[src/rtl/core/rau_pkg.sv]
// package for the rational arithmetic unit: operation codes, widths, packed types
// no dependencies
package rau_pkg;
    localparam int WordWidth = 32;
    localparam int CfgWidth  = 31;
    localparam logic [CfgWidth-1:0] NormThresholdReset = 31'd126;
    localparam logic [CfgWidth-1:0] ReduceLimitReset   = 31'd16385;

    typedef enum logic [3:0] {
        KIND_CONSTRUCT = 4'd0,
        KIND_NORMALIZE = 4'd1,
        KIND_ADD       = 4'd2,
        KIND_SUB       = 4'd3,
        KIND_MUL       = 4'd4,
        KIND_DIV       = 4'd5,
        KIND_NEG       = 4'd6,
        KIND_INV       = 4'd7,
        KIND_REDUCE    = 4'd8,
        KIND_COMPARE   = 4'd9,
        KIND_INTPART   = 4'd10,
        KIND_FIXED     = 4'd11
    } kind_t;

    localparam logic [1:0] ADDR_NORM_THRESHOLD = 2'd0;
    localparam logic [1:0] ADDR_REDUCE_LIMIT   = 2'd1;

    // divider request and response
    typedef struct packed {
        logic                 start;
        logic [WordWidth-1:0] dividend;
        logic [WordWidth-1:0] divisor;
    } div_req_t;

    typedef struct packed {
        logic                 done;
        logic [WordWidth-1:0] quotient;
    } div_rsp_t;

    function automatic logic [WordWidth-1:0] mag(input logic [WordWidth-1:0] x);
        mag = x[WordWidth-1] ? (~x + 1'b1) : x;
    endfunction
endpackage

[src/rtl/core/rational_arithmetic_unit.sv]
// top level of the rational arithmetic unit: stream ports, apb registers, result register
// depends on rau_pkg and rau_sequencer
//
// One request at a time. s_tready is high only while the unit is idle; a request
// uses the shared multiplier, binary gcd steps and calls of the bit-serial divider
// (a full gcd reduction divides twice, reduce up to six times, intpart and
// fixedpoint once). The result is held in an output register until taken; a new
// request is accepted once the unit has returned to idle and the output register
// is empty.
// Registers: 0 norm_threshold, 1 reduce_limit at byte addresses 0 and 4.
module rational_arithmetic_unit
    import rau_pkg::*;
(
    input  logic         clk,
    input  logic         rst_n,
    input  logic         s_tvalid,
    output logic         s_tready,
    input  logic [159:0] s_tdata,   // a_num, a_den, b_num, b_den, scale
    input  logic [3:0]   s_tuser,   // kind
    output logic         m_tvalid,
    input  logic         m_tready,
    output logic [103:0] m_tdata,   // res_num, res_den, order, equal, scalar_value, is_error, inexact, pad
    input  logic         psel,
    input  logic         penable,
    input  logic         pwrite,
    input  logic [2:0]   paddr,
    input  logic [31:0]  pwdata,
    output logic [31:0]  prdata,
    output logic         pready
);
    logic [CfgWidth-1:0] thr_reg, lim_reg;
    logic                busy_reg;
    logic                out_valid_reg;
    logic [100:0]        out_data_reg;
    logic                done, equal, is_error, inexact;
    logic [31:0]         res_num, res_den, scalar_value;
    logic [1:0]          order;
    logic                start;
    logic [1:0]          reg_index;

    // registers sit at byte addresses 0 and 4
    assign reg_index = {1'b0, paddr[2]};

    assign pready = 1'b1;
    always_ff @(posedge clk or negedge rst_n)
    begin
        if (!rst_n)
        begin
            thr_reg <= NormThresholdReset;
            lim_reg <= ReduceLimitReset;
        end
        else if (psel && penable && pwrite)
        begin
            if (reg_index == ADDR_NORM_THRESHOLD) thr_reg <= pwdata[CfgWidth-1:0];
            else if (reg_index == ADDR_REDUCE_LIMIT) lim_reg <= pwdata[CfgWidth-1:0];
        end
    end
    assign prdata = (reg_index == ADDR_NORM_THRESHOLD) ? {1'b0, thr_reg} :
                    (reg_index == ADDR_REDUCE_LIMIT) ? {1'b0, lim_reg} : 32'd0;

    // idle once no request is in flight and the output register is free
    assign s_tready = !busy_reg && !out_valid_reg;
    assign start    = s_tvalid && s_tready;

    rau_sequencer u_seq (
        .clk(clk), .rst_n(rst_n), .start(start), .kind(s_tuser),
        .a_num(s_tdata[31:0]), .a_den(s_tdata[63:32]), .b_num(s_tdata[95:64]),
        .b_den(s_tdata[127:96]), .scale(s_tdata[159:128]),
        .norm_threshold(thr_reg), .reduce_limit(lim_reg),
        .done(done), .res_num(res_num), .res_den(res_den), .order(order),
        .equal(equal), .scalar_value(scalar_value), .is_error(is_error), .inexact(inexact)
    );

    always_ff @(posedge clk or negedge rst_n)
    begin
        if (!rst_n)
        begin
            busy_reg      <= 1'b0;
            out_valid_reg <= 1'b0;
        end
        else
        begin
            if (start) busy_reg <= 1'b1;
            else if (done) busy_reg <= 1'b0;
            if (done) out_valid_reg <= 1'b1;
            else if (m_tready) out_valid_reg <= 1'b0;
        end
    end

    always_ff @(posedge clk)
    begin
        if (done)
            out_data_reg <= {inexact, is_error, scalar_value, equal, order, res_den, res_num};
    end

    assign m_tvalid = out_valid_reg;
    assign m_tdata  = {3'b000, out_data_reg};

    a_one_inflight: assert property (@(posedge clk) disable iff (!rst_n)
        start |=> !s_tready) else $error("second request taken");
    a_done_busy: assert property (@(posedge clk) disable iff (!rst_n)
        done |-> busy_reg) else $error("result without request");
    a_out_hold: assert property (@(posedge clk) disable iff (!rst_n)
        (m_tvalid && !m_tready) |=> m_tvalid) else $error("result dropped");
endmodule

[src/rtl/core/rau_divider.sv]
// unsigned restoring divider, one quotient bit a cycle
// depends on rau_pkg
module rau_divider
    import rau_pkg::*;
(
    input  logic     clk,
    input  logic     rst_n,
    input  div_req_t req,
    output div_rsp_t rsp
);
    localparam int CntWidth = $clog2(WordWidth + 1);

    logic [WordWidth-1:0] rem_reg, rem_next;
    logic [WordWidth-1:0] quo_reg, quo_next;
    logic [WordWidth-1:0] dsr_reg, dsr_next;
    logic [CntWidth-1:0]  cnt_reg, cnt_next;
    logic                 busy_reg, busy_next;
    logic                 done_reg, done_next;
    logic [WordWidth:0]   trial;

    always_comb
    begin
        rem_next  = rem_reg;
        quo_next  = quo_reg;
        dsr_next  = dsr_reg;
        cnt_next  = cnt_reg;
        busy_next = busy_reg;
        done_next = 1'b0;
        trial     = {rem_reg, quo_reg[WordWidth-1]} - {1'b0, dsr_reg};
        if (req.start)
        begin
            rem_next  = '0;
            quo_next  = req.dividend;
            dsr_next  = req.divisor;
            cnt_next  = CntWidth'(WordWidth);
            busy_next = 1'b1;
        end
        else if (busy_reg)
        begin
            if (!trial[WordWidth])
            begin
                rem_next = trial[WordWidth-1:0];
                quo_next = {quo_reg[WordWidth-2:0], 1'b1};
            end
            else
            begin
                rem_next = {rem_reg[WordWidth-2:0], quo_reg[WordWidth-1]};
                quo_next = {quo_reg[WordWidth-2:0], 1'b0};
            end
            cnt_next = cnt_reg - 1'b1;
            if (cnt_reg == CntWidth'(1))
            begin
                busy_next = 1'b0;
                done_next = 1'b1;
            end
        end
    end

    always_ff @(posedge clk or negedge rst_n)
    begin
        if (!rst_n)
        begin
            busy_reg <= 1'b0;
            done_reg <= 1'b0;
            cnt_reg  <= '0;
        end
        else
        begin
            busy_reg <= busy_next;
            done_reg <= done_next;
            cnt_reg  <= cnt_next;
        end
    end

    always_ff @(posedge clk)
    begin
        rem_reg <= rem_next;
        quo_reg <= quo_next;
        dsr_reg <= dsr_next;
    end

    assign rsp.done     = done_reg;
    assign rsp.quotient = quo_reg;

    a_done_after_busy: assert property (@(posedge clk) disable iff (!rst_n)
        done_reg |-> !busy_reg) else $error("divider done while busy");
    a_cnt_idle: assert property (@(posedge clk) disable iff (!rst_n)
        (!busy_reg && !req.start) |=> !busy_reg) else $error("divider woke alone");
    a_start_busy: assert property (@(posedge clk) disable iff (!rst_n)
        req.start |=> busy_reg) else $error("divider missed start");
endmodule

[src/rtl/core/rau_sequencer.sv]
// operation sequencer: products, binary gcd steps and divider calls
// depends on rau_pkg and rau_divider
module rau_sequencer
    import rau_pkg::*;
(
    input  logic                  clk,
    input  logic                  rst_n,
    input  logic                  start,
    input  logic [3:0]            kind,
    input  logic [WordWidth-1:0]  a_num,
    input  logic [WordWidth-1:0]  a_den,
    input  logic [WordWidth-1:0]  b_num,
    input  logic [WordWidth-1:0]  b_den,
    input  logic [WordWidth-1:0]  scale,
    input  logic [CfgWidth-1:0]   norm_threshold,
    input  logic [CfgWidth-1:0]   reduce_limit,
    output logic                  done,
    output logic [WordWidth-1:0]  res_num,
    output logic [WordWidth-1:0]  res_den,
    output logic [1:0]            order,
    output logic                  equal,
    output logic [WordWidth-1:0]  scalar_value,
    output logic                  is_error,
    output logic                  inexact
);
    localparam int TzWidth = $clog2(WordWidth);

    typedef enum logic [4:0] {
        S_IDLE, S_MUL1, S_MUL2, S_MUL3, S_PREP, S_OPT,
        S_G_INIT, S_G_SHA, S_G_LOOP, S_G_SUB, S_G_FIN,
        S_D_P, S_D_PW, S_D_Q, S_D_QW,
        S_R_P, S_R_PW, S_R_Q, S_R_QW, S_R_M, S_R_MP, S_R_MPW, S_R_MQ, S_R_MQW,
        S_SC, S_SCW, S_DONE
    } state_t;

    state_t               state_reg;
    logic [3:0]           kind_reg;
    logic [WordWidth-1:0] ap_reg, aq_reg, bp_reg, bq_reg, sc_reg;
    logic [WordWidth-1:0] x_reg;
    logic [WordWidth-1:0] rp_reg, rq_reg;
    logic [WordWidth-1:0] ga_reg, gb_reg;
    logic [TzWidth-1:0]   k_reg;
    logic [WordWidth-1:0] mp_reg, m_reg;
    logic [WordWidth-1:0] sv_reg;
    logic [1:0]           ord_reg;
    logic                 eq_reg, err_reg, inx_reg;
    logic                 neg_reg;

    logic [WordWidth-1:0] mul_a, mul_b, mul_p;
    logic [WordWidth-1:0] lim;
    logic [WordWidth-1:0] thr;
    div_req_t             dreq;
    div_rsp_t             drsp;
    logic [WordWidth-1:0] dq_signed;

    rau_divider u_div (.clk(clk), .rst_n(rst_n), .req(dreq), .rsp(drsp));

    // trailing zero count of a nonzero word
    function automatic logic [TzWidth-1:0] tzc(input logic [WordWidth-1:0] x);
        logic [TzWidth-1:0] r;
        r = '0;
        for (int i = WordWidth - 1; i >= 0; i--)
            if (x[i]) r = TzWidth'(i);
        return r;
    endfunction

    // one shared multiplier, operands chosen by state
    always_comb
    begin
        mul_a = ap_reg;
        mul_b = bq_reg;
        unique case (state_reg)
            S_MUL1:
            begin
                unique case (kind_reg)
                    KIND_MUL:   begin mul_a = ap_reg; mul_b = bp_reg; end
                    KIND_FIXED: begin mul_a = ap_reg; mul_b = sc_reg; end
                    default:    begin mul_a = ap_reg; mul_b = bq_reg; end
                endcase
            end
            S_MUL2:
            begin
                unique case (kind_reg)
                    KIND_MUL, KIND_ADD, KIND_SUB: begin mul_a = aq_reg; mul_b = bq_reg; end
                    KIND_DIV:   begin mul_a = aq_reg; mul_b = bp_reg; end
                    default:    begin mul_a = aq_reg; mul_b = bp_reg; end
                endcase
            end
            // second cross product of add and sub
            S_MUL3:
            begin
                mul_a = aq_reg;
                mul_b = bp_reg;
            end
            default: ;
        endcase
    end
    assign mul_p = WordWidth'(mul_a * mul_b);

    assign lim = (reduce_limit == '0) ? WordWidth'(1) : WordWidth'(reduce_limit);
    assign thr = WordWidth'(norm_threshold);
    assign dq_signed = neg_reg ? (~drsp.quotient + 1'b1) : drsp.quotient;

    always_comb
    begin
        dreq.start    = 1'b0;
        dreq.dividend = '0;
        dreq.divisor  = WordWidth'(1);
        unique case (state_reg)
            S_D_P:  begin dreq.start = 1'b1; dreq.dividend = mag(rp_reg); dreq.divisor = ga_reg; end
            S_D_Q:  begin dreq.start = 1'b1; dreq.dividend = mag(rq_reg); dreq.divisor = ga_reg; end
            S_R_P:  begin dreq.start = 1'b1; dreq.dividend = mag(ap_reg); dreq.divisor = lim; end
            S_R_Q:  begin dreq.start = 1'b1; dreq.dividend = mag(aq_reg); dreq.divisor = lim; end
            S_R_MP: begin dreq.start = 1'b1; dreq.dividend = mag(rp_reg); dreq.divisor = mag(m_reg); end
            S_R_MQ: begin dreq.start = 1'b1; dreq.dividend = mag(rq_reg); dreq.divisor = mag(m_reg); end
            S_SC:   begin dreq.start = 1'b1; dreq.dividend = mag(x_reg);  dreq.divisor = mag(aq_reg); end
            default: ;
        endcase
    end

    always_ff @(posedge clk or negedge rst_n)
    begin
        if (!rst_n)
        begin
            state_reg <= S_IDLE;
            inx_reg   <= 1'b0;
        end
        else
        begin
            unique case (state_reg)
                S_IDLE:
                begin
                    if (start)
                    begin
                        kind_reg <= kind;
                        ap_reg <= a_num; aq_reg <= a_den;
                        bp_reg <= b_num; bq_reg <= b_den;
                        sc_reg <= scale;
                        rp_reg <= '0; rq_reg <= WordWidth'(1);
                        ord_reg <= '0; eq_reg <= 1'b0; sv_reg <= '0; err_reg <= 1'b0;
                        state_reg <= S_PREP;
                    end
                end
                S_PREP:
                begin
                    unique case (kind_reg)
                        KIND_CONSTRUCT: begin rp_reg <= ap_reg; rq_reg <= aq_reg; state_reg <= S_OPT; end
                        KIND_NORMALIZE: begin rp_reg <= ap_reg; rq_reg <= aq_reg; state_reg <= S_G_INIT; end
                        KIND_NEG: begin rp_reg <= ~ap_reg + 1'b1; rq_reg <= aq_reg; state_reg <= S_OPT; end
                        KIND_INV:
                        begin
                            if (ap_reg == '0)
                            begin
                                rp_reg <= WordWidth'(1); rq_reg <= '0; state_reg <= S_DONE;
                            end
                            else
                            begin
                                rp_reg <= aq_reg; rq_reg <= ap_reg; state_reg <= S_OPT;
                            end
                        end
                        KIND_REDUCE: state_reg <= S_R_P;
                        KIND_INTPART:
                        begin
                            x_reg <= ap_reg;
                            if (aq_reg == '0) begin err_reg <= 1'b1; state_reg <= S_DONE; end
                            else state_reg <= S_SC;
                        end
                        KIND_ADD, KIND_SUB, KIND_MUL, KIND_DIV, KIND_COMPARE, KIND_FIXED:
                            state_reg <= S_MUL1;
                        default: state_reg <= S_DONE;
                    endcase
                end
                S_MUL1:
                begin
                    x_reg <= mul_p;
                    if (kind_reg == KIND_FIXED)
                    begin
                        if (aq_reg == '0) begin err_reg <= 1'b1; state_reg <= S_DONE; end
                        else state_reg <= S_SC;
                    end
                    else state_reg <= S_MUL2;
                end
                S_MUL2:
                begin
                    unique case (kind_reg)
                        KIND_ADD, KIND_SUB: begin rq_reg <= mul_p; state_reg <= S_MUL3; end
                        KIND_MUL, KIND_DIV: begin rp_reg <= x_reg; rq_reg <= mul_p; state_reg <= S_OPT; end
                        default:
                        begin
                            ord_reg <= ((x_reg - mul_p) == '0) ? 2'd0 :
                                       ((x_reg - mul_p) >> (WordWidth - 1)) != '0 ? 2'd3 : 2'd1;
                            eq_reg <= (x_reg == mul_p);
                            err_reg <= (aq_reg == '0) || (bq_reg == '0);
                            rp_reg <= '0; rq_reg <= WordWidth'(1);
                            state_reg <= S_DONE;
                        end
                    endcase
                end
                S_MUL3:
                begin
                    if (kind_reg == KIND_SUB) rp_reg <= x_reg - mul_p;
                    else rp_reg <= x_reg + mul_p;
                    state_reg <= S_OPT;
                end
                S_OPT:
                begin
                    if (rq_reg[WordWidth-1])
                    begin
                        rp_reg <= ~rp_reg + 1'b1;
                        rq_reg <= ~rq_reg + 1'b1;
                    end
                    // the sign move leaves both magnitudes as they are
                    if (mag(rp_reg) > thr || mag(rq_reg) > thr)
                        state_reg <= S_G_INIT;
                    else
                        state_reg <= S_DONE;
                end
                S_G_INIT:
                begin
                    ga_reg <= (rp_reg == '0) ? mag(rq_reg) : mag(rp_reg);
                    gb_reg <= mag(rq_reg);
                    k_reg  <= tzc(mag(rp_reg) | mag(rq_reg));
                    if (rp_reg == '0)
                        state_reg <= (rq_reg == '0) ? S_DONE : S_D_P;
                    else state_reg <= S_G_SHA;
                end
                S_G_SHA:
                begin
                    ga_reg <= ga_reg >> tzc(ga_reg);
                    state_reg <= S_G_LOOP;
                end
                S_G_LOOP:
                begin
                    if (gb_reg == '0) state_reg <= S_G_FIN;
                    else
                    begin
                        gb_reg <= gb_reg >> tzc(gb_reg);
                        state_reg <= S_G_SUB;
                    end
                end
                S_G_SUB:
                begin
                    if (ga_reg > gb_reg)
                    begin
                        ga_reg <= gb_reg;
                        gb_reg <= ga_reg - gb_reg;
                    end
                    else gb_reg <= gb_reg - ga_reg;
                    state_reg <= S_G_LOOP;
                end
                S_G_FIN:
                begin
                    ga_reg <= ga_reg << k_reg;
                    state_reg <= S_D_P;
                end
                S_D_P:  begin neg_reg <= rp_reg[WordWidth-1]; state_reg <= S_D_PW; end
                S_D_PW: if (drsp.done) begin rp_reg <= dq_signed; state_reg <= S_D_Q; end
                S_D_Q:  begin neg_reg <= rq_reg[WordWidth-1]; state_reg <= S_D_QW; end
                S_D_QW: if (drsp.done) begin rq_reg <= dq_signed; state_reg <= S_DONE; end
                S_R_P:  begin neg_reg <= ap_reg[WordWidth-1]; state_reg <= S_R_PW; end
                S_R_PW: if (drsp.done) begin mp_reg <= dq_signed; state_reg <= S_R_Q; end
                S_R_Q:  begin neg_reg <= aq_reg[WordWidth-1]; state_reg <= S_R_QW; end
                S_R_QW:
                if (drsp.done)
                begin
                    m_reg <= ($signed(dq_signed) < $signed(mp_reg)) ? mp_reg : dq_signed;
                    rp_reg <= ap_reg; rq_reg <= aq_reg;
                    state_reg <= S_R_M;
                end
                S_R_M:
                begin
                    if ($signed(m_reg) > $signed(WordWidth'(1)))
                    begin
                        inx_reg <= 1'b1;
                        state_reg <= S_R_MP;
                    end
                    else state_reg <= S_G_INIT;
                end
                S_R_MP:  begin neg_reg <= rp_reg[WordWidth-1]; state_reg <= S_R_MPW; end
                S_R_MPW: if (drsp.done) begin rp_reg <= dq_signed; state_reg <= S_R_MQ; end
                S_R_MQ:  begin neg_reg <= rq_reg[WordWidth-1]; state_reg <= S_R_MQW; end
                S_R_MQW: if (drsp.done) begin rq_reg <= dq_signed; state_reg <= S_G_INIT; end
                S_SC:    begin neg_reg <= x_reg[WordWidth-1] ^ aq_reg[WordWidth-1]; state_reg <= S_SCW; end
                S_SCW:   if (drsp.done) begin sv_reg <= dq_signed; state_reg <= S_DONE; end
                S_DONE:
                begin
                    if (kind_reg <= KIND_REDUCE) err_reg <= (rq_reg == '0);
                    state_reg <= S_IDLE;
                end
                default: state_reg <= S_IDLE;
            endcase
        end
    end

    // done pulses in the cycle after S_DONE so err_reg has settled
    logic done_reg;
    always_ff @(posedge clk or negedge rst_n)
    begin
        if (!rst_n) done_reg <= 1'b0;
        else        done_reg <= (state_reg == S_DONE);
    end

    assign done         = done_reg;
    assign res_num      = rp_reg;
    assign res_den      = rq_reg;
    assign order        = ord_reg;
    assign equal        = eq_reg;
    assign scalar_value = sv_reg;
    assign is_error     = err_reg;
    assign inexact      = inx_reg;

    a_idle_start: assert property (@(posedge clk) disable iff (!rst_n)
        (start && state_reg != S_IDLE) |-> 1'b0) else $error("request while busy");
    a_done_idle: assert property (@(posedge clk) disable iff (!rst_n)
        done_reg |-> state_reg == S_IDLE) else $error("done outside idle");
    a_inexact_sticky: assert property (@(posedge clk) disable iff (!rst_n)
        $past(inx_reg) |-> inx_reg) else $error("inexact flag cleared");
endmodule
[config.mk]
export PLATFORM = sky130hd
export DESIGN_NAME = rational_arithmetic_unit
export DESIGN_NICKNAME = d
export VERILOG_FILES = /design/src/rtl/core/rau_pkg.sv /design/src/rtl/core/rational_arithmetic_unit.sv /design/src/rtl/core/rau_divider.sv /design/src/rtl/core/rau_sequencer.sv
export SDC_FILE = /design/constraint.sdc
export NUM_CORES = 2
export LEC_CHECK = 0
export BUFFER_PORTS_ARGS = -buffer_cell sky130_fd_sc_hd__buf_4
export CELL_PAD_IN_SITES_DETAIL_PLACEMENT = 0
export CELL_PAD_IN_SITES_GLOBAL_PLACEMENT = 2
export CORE_AREA = 2 2 417 419
export CTS_BUF_LIST = sky130_fd_sc_hd__clkbuf_16
export DETAILED_ROUTE_END_ITERATION = 7
export DIE_AREA = 0 0 419 421
export PLACE_DENSITY = 0.88
export SLEW_MARGIN = 0
export SYNTH_ARGS = -nofsm -noshare
export SYNTH_HDL_FRONTEND = slang
export SYNTH_SLANG_ARGS = --single-unit
[constraint.sdc]
create_clock -name clk -period 14.1 [get_ports clk]
set_clock_uncertainty 0.15 [all_clocks]
set_input_delay 1.41 -clock clk [delete_from_list [all_inputs] [get_ports clk]]
set_output_delay 1.41 -clock clk [all_outputs]
set_load 0.02 [all_outputs]
==> results.md <==
* Clock tree buffer depth at 3
* WHS at 0.2529 ns
* Worst R2R Path Depth at 50
* Max-slew violations at 0
* Worst IR Drop VDD at 88.36 µV
* Top post-synthesis cells by area: edfxtp_1 (26%), fa_1 (12%), ha_1 (7.1%), nand2_1 (4.4%), inv_1 (4.0%)
* HPWL after detailed placement at 249.6 mm
* Die X at approximately 420 µm
* Worst R2R Start: u_seq.kind_reg[3]
* Hold_sp: u_seq.scalar_value[25]
* Hold buffer count at cts at 0
* Failing checks: DRC
* Maxcap violations at 0
* Initial Util at about two fifths
* Data required, critical path at 14.43 ns
* Latest clock arrival within the worst-skew pair at 0.75 ns
* WS Path Type: reg2reg
* WL/cell at 30.94 µm
* CTS tree: yes
* CP peak stage delay at around 0.6 ns
* Distinct cell type count of the synthesized netlist at just over 100
* Type of origin of the critical path: flip-flop
* CTS root buf: clkbuf_16
* Setup Viol. Count Final at 0
* IO buf count at 336
* Worst min-delay path class: reg2reg
* Synth Flop Type: edfxtp_1
* Top-area cell type share of the netlist area at 26.14%
* Synth Warn # at 0
* Setup Fix Bufs, Post-CTS at 0
* Die Y at 421 µm
* Core area at 172500 µm²
* Boundary pin count at 345
* Final ANT Viol Nets at 0
* Peak Freq at between 70 and 80 MHz
* Relative slew margins at 9.942%
* Clock Sinks at 706
* DRC violations left at 17
* EDFF count, synth at slightly below 600
* Crit-path max FO at 14
* Die area at ~180000 µm²
* Vias in the first global route at between 60k and 70k
* Crit. End Element: flip-flop
* PostCTS Resize Cnt at 0
* Seq/Total Area, Yosys at between 20 and 30%
* Drt pass-1 iters at 8
* First-pass GRT wire length at about 450 mm
* H-tree depth at 3
* Most frequent CP cell: fa_1
* Largest net degree at the start of global routing at 85
* Final Hold Vio Count at 0
* Critical Path Start: u_seq.kind_reg[3]
* Final core utilization at 45.17%
* Design area at approximately 80000 µm²
* FP Rows at 153
* DRT Wirelength at 316.1 mm
* Cts bufs inserted at 85
* Grt ovf at 0
* Leakage power at 33.14 nW
* Share of layout cells above drive strength 1 at 14.07%
* Via/cell ratio at about 6.2
* Pwr dens at 63.86 nW/µm²
* Area grow syn2layout at 13.97%
* #FFs+latches synth at 706
* Initial antenna violation count at 19
* WP data arrival at approximately 14 ns
* Critical-path top delay cell: edfxtp_1
* Dpl cell area at 74840 µm²
* 1st-iter DRT viols at 8302
* Worst-path clk slew at 0.06 ns
* RSZ-0062 raised after global routing: false
* Post-synthesis cell area at 68360 µm²
* FFs w/ async S/R, synth at 11.19%
* Setup TNS at 0 ns
* Max reg flops at 101
* Synth area leader: edfxtp_1
* Status: complete, but fails checks
* Syn avg cell area at 9.109 µm²
* Pwr Total at around 0.0050 W
* Cell count after synthesis at 7505
* Hold path cells at 0
* Gr usage total at 35.05%
* Slew @ Worst Pin at 1.351 ns
* Final period utilization at 95.55%
* GPL Wtd Cong at 1.041
* Final nets at 8806
* Tmin final at ~13 ns
* DR vias at between 60k and 70k
[power breakdown]
group          switching, W  leakage [nW]  internal [W]  total (W)
combinational      0.000147          25.0      0.000122   0.000269
clock               0.00103          1.51       0.00135    0.00238
sequential        0.0000425          6.61       0.00228    0.00233
total               0.00122          33.1       0.00376    0.00498
[through the flow]
stage / instances / setup WS [ns]
6_report: 10217 / 0.6274
5_1_grt: 10200 / 0.04174
4_1_cts: 10198 / 0.7623
3_5_place_dp: 10038 / 0.7555
3_3_place_gp: 10038 / 0.8392
2_1_floorplan: 7508 / 1.856
[worst max-delay path, delay by kind of cell (launching register included)]
kind | cells | cell delay, ns
AO/OA/AOI/OAI | 16 | 3.59
XOR/XNOR | 1 | 0.18
adder cells (fa/ha/maj) | 10 | 3.96
buffers and inverters | 9 | 1.12
flip-flops | 1 | 0.60
multiplexers | 1 | 0.22
AND/OR/NAND/NOR | 13 | 3.36
[cell usage in the layout, fill, tap and decap left out, types with 61 or more instances in the layout]
| cell type | count |
|---|---|
| a21o_1 | 90 |
| a21oi_1 | 389 |
| a222oi_1 | 85 |
| a22oi_1 | 93 |
| and2_1 | 61 |
| buf_4 | 670 |
| clkbuf_16 | 87 |
| dfrtp_1 | 69 |
| edfxtp_1 | 595 |
| fa_1 | 413 |
| ha_1 | 387 |
| inv_1 | 748 |
| mux2_2 | 130 |
| mux2i_1 | 185 |
| nand2_1 | 800 |
| nand2b_1 | 77 |
| nand3_1 | 79 |
| nor2_1 | 640 |
| nor2b_1 | 65 |
| nor3_1 | 113 |
| nor4_1 | 78 |
| o21ai_0 | 473 |
| xnor2_1 | 259 |
| xor2_1 | 156 |
[cell type report]
cell class	count	area, µm²
Fill cell	16783	94570
Clock buffer	87	2177
Clock inverter	73	832.0
Sequential cell	706	20500
Multi-Input combinational cell	5596	43560
Inverter	737	2768
Timing Repair Buffer	674	5110
Tap cell	2325	2909
Antenna cell	19	47.55
[metal layers]
| layer | vias to the layer above | GRT usage, % | routed length (µm) |
|---|---|---|---|
| met1 | 31195 | 42.72 | 116600 |
| met4 | 14 | 25.10 | 27520 |
| met5 | - | 0 | 91 |
| met3 | 948 | 5.949 | 27760 |
| li1 | 27282 | - | - |
| met2 | 3732 | 56.05 | 144100 |
[path summary, 6_finish.rpt]
kind                                        endpoint  slack (ns)
min in group asynchronous              u_seq.inexact        0.47
worst min-delay path                out_data_reg[92]        0.25
worst max-delay path                  u_seq.order[0]        0.63
max in group asynchronous       u_seq.u_div.busy_reg       11.83
worst min register to register      out_data_reg[92]        0.25
worst max register to register        u_seq.order[0]        0.63
[synth_stat cells, types with 31 or more instances]
master	count
or2_2	34
a211oi_1	48
dfxtp_1	32
or3_1	41
nor4_1	78
o211ai_1	47
o221ai_1	58
ha_1	387
mux2i_1	188
nor3_1	121
o31ai_1	61
o22ai_1	54
inv_1	733
o41ai_1	31
dfrtp_1	71
o21ai_0	475
o21a_1	43
a22oi_1	93
nor2b_1	67
fa_1	413
nand4_1	52
or4_1	38
mux4_2	44
xnor2_1	262
a222oi_1	85
clkbuf_1	417
a31oi_1	44
nand2_1	801
a21oi_1	394
nand2b_1	77
xor2_1	157
a21o_1	90
edfxtp_1	595
a221o_1	34
nor2_1	651
and2_1	61
mux2_2	130
a221oi_1	59
nand3_1	79
[cells by family (layout without fill, tap and decap cells)]
| family | Yosys count | after routing | synth area share, % |
|---|---|---|---|
| simple gates | 2184 | 2184 | 14.58 |
| compound gates | 1819 | 1819 | 17.63 |
| buf+inv | 1206 | 1571 | 6.728 |
| fa+ha+maj | 800 | 800 | 19.18 |
| flops | 706 | 706 | 29.98 |
| xor+xnor | 425 | 425 | 5.529 |
| mux | 363 | 363 | 6.360 |
| other cells | 2 | 24 | 0.01099 |
Power figures use the tool's default switching activity.
